`src/hdl/fbc_pkg.sv`:
```
// shared constants, function codes and control struct for the frustum cull block
// no dependencies
`default_nettype none

package fbc_pkg;

    localparam int PLANES_DEF      = 6;
    localparam int COORD_WIDTH_DEF = 32;
    localparam int FIELD_WIDTH     = 32;
    localparam int SLOT_WIDTH      = 3;

    localparam logic [1:0] FUNC_LOAD  = 2'd0;
    localparam logic [1:0] FUNC_BOX   = 2'd1;
    localparam logic [1:0] FUNC_FLAT  = 2'd2;
    localparam logic [1:0] FUNC_POINT = 2'd3;

    // six products per plane: x min/max, y min/max, z min/max
    localparam logic [2:0] STEP_LAST = 3'd5;

    localparam logic [1:0] AXIS_X = 2'd0;
    localparam logic [1:0] AXIS_Y = 2'd1;
    localparam logic [1:0] AXIS_Z = 2'd2;

    localparam logic [2:0] CORNER_LAST_POINT = 3'd0;
    localparam logic [2:0] CORNER_LAST_FLAT  = 3'd3;
    localparam logic [2:0] CORNER_LAST_BOX   = 3'd7;

    typedef struct packed {
        logic       issue;
        logic [2:0] step;
        logic       flat;
        logic [2:0] corner;
    } fbc_ctrl_t;

endpackage

`default_nettype wire

```
`src/hdl/fbc_dot_unit.sv`:
```
// shared subtract/multiply unit and corner summing for the plane distance tests
// depends on fbc_pkg
`default_nettype none

module fbc_dot_unit #(
    parameter int COORD_WIDTH = fbc_pkg::COORD_WIDTH_DEF
) (
    input  wire                          clk,
    input  wire                          rst_n,
    input  wire  fbc_pkg::fbc_ctrl_t     ctrl,
    input  wire  signed [COORD_WIDTH-1:0] a_x,
    input  wire  signed [COORD_WIDTH-1:0] a_y,
    input  wire  signed [COORD_WIDTH-1:0] a_z,
    input  wire  signed [COORD_WIDTH-1:0] b_x,
    input  wire  signed [COORD_WIDTH-1:0] b_y,
    input  wire  signed [COORD_WIDTH-1:0] b_z,
    input  wire  signed [COORD_WIDTH-1:0] n_x,
    input  wire  signed [COORD_WIDTH-1:0] n_y,
    input  wire  signed [COORD_WIDTH-1:0] n_z,
    input  wire  signed [COORD_WIDTH-1:0] r_x,
    input  wire  signed [COORD_WIDTH-1:0] r_y,
    input  wire  signed [COORD_WIDTH-1:0] r_z,
    output logic                         outside
);

    localparam int W  = COORD_WIDTH;
    localparam int PRW = 2 * W + 1;
    localparam int SW  = 2 * W + 3;

    logic [1:0]           axis;
    logic signed [W-1:0]  p_sel;
    logic signed [W-1:0]  r_sel;
    logic signed [W-1:0]  n_sel;
    logic signed [W:0]    diff_next;

    logic signed [W-1:0]  n_reg;
    logic signed [W:0]    diff_reg;
    logic                 wr_reg;
    logic [2:0]           wr_step_reg;
    logic signed [PRW-1:0] prod;

    logic signed [PRW-1:0] tx_a_reg, tx_b_reg;
    logic signed [PRW-1:0] ty_a_reg, ty_b_reg;
    logic signed [PRW-1:0] tz_a_reg, tz_b_reg;

    logic signed [PRW-1:0] term_x, term_y, term_z;
    logic signed [SW-1:0]  sum;

    assign axis = ctrl.step[2:1];

    // operand select: step bit 0 picks max over min, flat test forces y to zero
    always_comb
    begin
        unique case (axis)
            fbc_pkg::AXIS_X:
            begin
                p_sel = ctrl.step[0] ? b_x : a_x;
                r_sel = r_x;
                n_sel = n_x;
            end
            fbc_pkg::AXIS_Y:
            begin
                p_sel = ctrl.flat ? '0 : (ctrl.step[0] ? b_y : a_y);
                r_sel = r_y;
                n_sel = n_y;
            end
            fbc_pkg::AXIS_Z:
            begin
                p_sel = ctrl.step[0] ? b_z : a_z;
                r_sel = r_z;
                n_sel = n_z;
            end
            default:
            begin
                p_sel = '0;
                r_sel = '0;
                n_sel = '0;
            end
        endcase
    end

    assign diff_next = {p_sel[W-1], p_sel} - {r_sel[W-1], r_sel};

    always_ff @(posedge clk)
    begin
        n_reg       <= n_sel;
        diff_reg    <= diff_next;
        wr_step_reg <= ctrl.step;
    end

    always_ff @(posedge clk or negedge rst_n)
    begin
        if (!rst_n)
            wr_reg <= 1'b0;
        else
            wr_reg <= ctrl.issue;
    end

    assign prod = n_reg * diff_reg;

    always_ff @(posedge clk)
    begin
        if (wr_reg)
        begin
            unique case (wr_step_reg)
                3'd0:    tx_a_reg <= prod;
                3'd1:    tx_b_reg <= prod;
                3'd2:    ty_a_reg <= prod;
                3'd3:    ty_b_reg <= prod;
                3'd4:    tz_a_reg <= prod;
                3'd5:    tz_b_reg <= prod;
                default: ;
            endcase
        end
    end

    // corner bits: x max when bit0 xor bit1, z max on bit1, y max on bit2
    assign term_x = (ctrl.corner[0] ^ ctrl.corner[1]) ? tx_b_reg : tx_a_reg;
    assign term_y = ctrl.corner[2] ? ty_b_reg : ty_a_reg;
    assign term_z = ctrl.corner[1] ? tz_b_reg : tz_a_reg;

    assign sum = SW'(term_x) + SW'(term_y) + SW'(term_z);

    // zero distance counts as outside
    assign outside = ~sum[SW-1];

endmodule

`default_nettype wire

```
`config.mk`:
```
export PLATFORM = sky130hd
export DESIGN_NAME = fbc_dot_unit
export DESIGN_NICKNAME = d
export VERILOG_FILES = /design/src/hdl/fbc_pkg.sv /design/src/hdl/fbc_dot_unit.sv
export SDC_FILE = /design/constraint.sdc
export NUM_CORES = 2
export LEC_CHECK = 0
export BUFFER_PORTS_ARGS = -buffer_cell sky130_fd_sc_hd__buf_2
export CAP_MARGIN = 0
export CELL_PAD_IN_SITES_DETAIL_PLACEMENT = 1
export CELL_PAD_IN_SITES_GLOBAL_PLACEMENT = 1
export CORE_MARGIN = 5
export CORE_UTILIZATION = 40
export DETAILED_ROUTE_END_ITERATION = 8
export PLACE_DENSITY_LB_ADDON = 0.12
export SYNTH_ARGS = -nofsm -noshare
export SYNTH_HDL_FRONTEND = slang
export SYNTH_SLANG_ARGS = --single-unit
```
`constraint.sdc`:
```
create_clock -name clk -period 17.8 [get_ports clk]
set_input_delay 0 -clock clk [delete_from_list [all_inputs] [get_ports clk]]
set_output_delay 0 -clock clk [all_outputs]
set_load 0.1 [all_outputs]
```
==> reports/metrics.yaml <==
global_route:
  first_global_vias: 46959
  gr-total-overflow: 0
  grt_max_degree: 66
  grtUsageTotal: 0.233
  antenna_found_initial: 22
  grt_pass1_wl_um: 282000
worst_hold_path:
  hold_class: "primary input to flop"
  hp-start: "b_y[4]"
  whs_endpoint: "diff_reg[4]"
  hold-path-cell-count: 6
route:
  vias_per_cell: 5.06
  drc: 0
  vias: 40646
  ant_nets: 0
  avgRoutedWirePerCell_um: 22.4
  wl_um: 180000
  first_pass_iters: 7
  drt_first_iter_violations: 1905
worst_setup_path:
  startpoint_type: "flop"
  cp.arrival_ps: 9710
  required_ps: 18130
  rr_worst_depth: 25
  path_max_fanout: 19
  crit_path_end_kind: "flop"
  r2r_end: "tz_a_reg[63]"
  r2r-start: "n_reg[7]"
  ff2ff_setup_slack_ps: 8420
  crit_type: "flop to flop"
placement:
  port_buffers: 394
  placed_cells: 7796
  pre_cts_slack_ps: 8410
  place_hpwl_um: 142000
  place_congestion: 0.846
sta:
  tns_ps: 0
  tightest_slew_ps: 1030
  hold_viol: 0
  fin_ws_ps: 8420
  min_period_ps: 9380
  rsz0062_at_grt: "no"
  setup_viol: 0
  hold_slack_ps: 45.5
  fin_crit_sh: 0.527
  slew_violations: 0
  fmax_mhz: 107
  fin_worst_skew_ps: 81.2
  slew_headroom: 0.315
clocking:
  clk_path_buf_depth: 3
  post-cts-setup-buffer-count: 0
  cts_tree: "built"
  worstSkewPairLatency_ps: 670
  clock_sinks: 459
  numCtsBuffers: 51
  clock-root-buffer: "clkbuf_16"
  clkTransAtPathRegs_ps: 60
  cts_htree_levels: 2
layout:
  nFillCells: 16506
  instances_no_fill: 8030
  nets: 7887
  layout-drive-gt1-share: 0.0994
  area_growth_pct: 11.5
logic_synthesis:
  async_reset_ff_frac: 0.00218
  synth-edff-count: 390
  yosysWarnings: 0
  synth.avg_cell_area_um2: 10.5
  syn_area_um2: 59800
  yosysTopAreaCellShare: 0.394
  synthDistinctLibCells: 83
  yosysTopAreaCell: "fa_1"
  synthTopCellsByArea: "fa_1, edfxtp_1, inv_1"
  syn_nets: 7526
  seq_area_frac_synth: 0.219
  synth-seq-cells: 459
  synthFlopType: "edfxtp_1"
  synthCells: 5672
floorplan:
  die_x_um: 397
  core_area_um2: 149000
  initial_utilization: 0.401
  chipHeight_um: 397
  ios: 395
  num_rows: 142
  die_area_um2: 157000
flow_run:
  drv_cap: 0
status:
  status: "finished clean"
==> worst max-delay path by stage <==
stage,startpoint,end,slack (ps),cells past startpoint
after floorplan,diff_reg[32],tx_a_reg[63],9730,26
after detailed placement,n_reg[7],tz_a_reg[63],8410,25
after global routing,n_reg[7],tx_a_reg[63],7890,25
after global placement,n_reg[7],tx_b_reg[63],8610,25
final,n_reg[7],tz_a_reg[63],8420,25
after CTS,n_reg[7],tx_a_reg[63],8340,25
==> synthesized netlist by cell type, types with 15 or more instances <==
cell type  count
nand2b_1      15
o21a_1        17
nand2_1      595
clkbuf_1     242
buf_1         30
xor2_1        31
edfxtp_1     390
nor2_1       163
and2_1       543
dfxtp_1       68
inv_1       1117
fa_1        1177
nand3_1       19
nand4_1       19
a21o_1        67
o21ai_0       83
xnor2_1       67
mux2i_1      317
a21oi_1      207
a211oi_1      40
ha_1         283
==> cells in the final DEF, fill, tap and decap left out, types with 11 or more instances in the layout <==
| cell type | instances |
|---|---|
| clkbuf_16 | 51 |
| dlygate4sd3_1 | 128 |
| o21ai_0 | 83 |
| clkinv_2 | 13 |
| o21a_1 | 17 |
| xnor2_1 | 66 |
| o211ai_1 | 13 |
| nand4_1 | 19 |
| nor3_1 | 12 |
| nand2_1 | 595 |
| nor2_1 | 161 |
| ha_1 | 283 |
| a21oi_1 | 207 |
| inv_1 | 1117 |
| buf_2 | 390 |
| and2_1 | 543 |
| mux2i_1 | 317 |
| dfxtp_1 | 45 |
| buf_4 | 69 |
| o21ai_1 | 11 |
| edfxtp_1 | 390 |
| xor2_1 | 31 |
| o21bai_1 | 12 |
| nand3_1 | 19 |
| fa_1 | 1177 |
| nand2b_1 | 15 |
| dfxtp_2 | 23 |
| a21o_1 | 67 |
| a211oi_1 | 40 |
==> kinds of logic (layout without fill, tap and decap cells) <==
group,count (synthesis),in the layout,share of synthesized area
adder cells (fa/ha/maj),1460,1460,0.453
other,0,10,0
multiplexers,323,323,0.0542
flip-flops,459,459,0.219
AND/OR/NAND/NOR,1418,1418,0.117
XOR/XNOR,98,98,0.0143
AO/OA/AOI/OAI,516,516,0.0543
buffers and inverters,1398,1802,0.0884
==> area by class of cell <==
type,count,area (um^2),area share
diodes,10,25.0,0.000375
clock buffers,60,1350,0.0203
clock inverters,36,322,0.00482
inverters,1117,4190,0.0628
multi-input cells,3815,41500,0.622
flip-flops and latches,459,13100,0.197
well taps,1944,2430,0.0365
repair buffers,589,3770,0.0566
==> worst max-delay path, stage by stage (launching register included) <==
cell	delay [ps]
dfxtp_1	750
buf_4	390
and2_1	200
fa_1	410
inv_1	240
fa_1	460
inv_1	210
fa_1	500
fa_1	880
inv_1	370
fa_1	580
inv_1	60
fa_1	520
inv_1	50
fa_1	480
inv_1	60
fa_1	470
ha_1	380
a21o_1	190
a21o_1	170
a21oi_1	270
inv_1	100
o21ai_0	310
a31oi_4	60
o31a_2	310
o311ai_1	610
==> timing repair <==
item,CTS,global route
hold endpoints to repair,61,0
hold buffers,128,0
gates resized for setup,0,0
==> metrics by stage <==
| step | util | cell area [um^2] |
|---|---|---|
| 3_3_place_gp | 0.427 | 63700 |
| 5_1_grt | 0.447 | 66700 |
| 6_report | 0.447 | 66700 |
| 2_1_floorplan | - | 59800 |
| 4_1_cts | 0.447 | 66700 |
| 3_5_place_dp | 0.427 | 63700 |
==> metal layers <==
layer  GRT usage  vias to the layer above  share of wire
met5           0                        -        0.00026
met4      0.0427                        6          0.019
met3      0.0317                      172          0.043
met2       0.398                      774           0.48
met1       0.322                    21453           0.45
li1            -                    18241              -
Power is not shown: default switching activity piles up to over one toggle a cycle in this logic, so the estimate is an artifact.
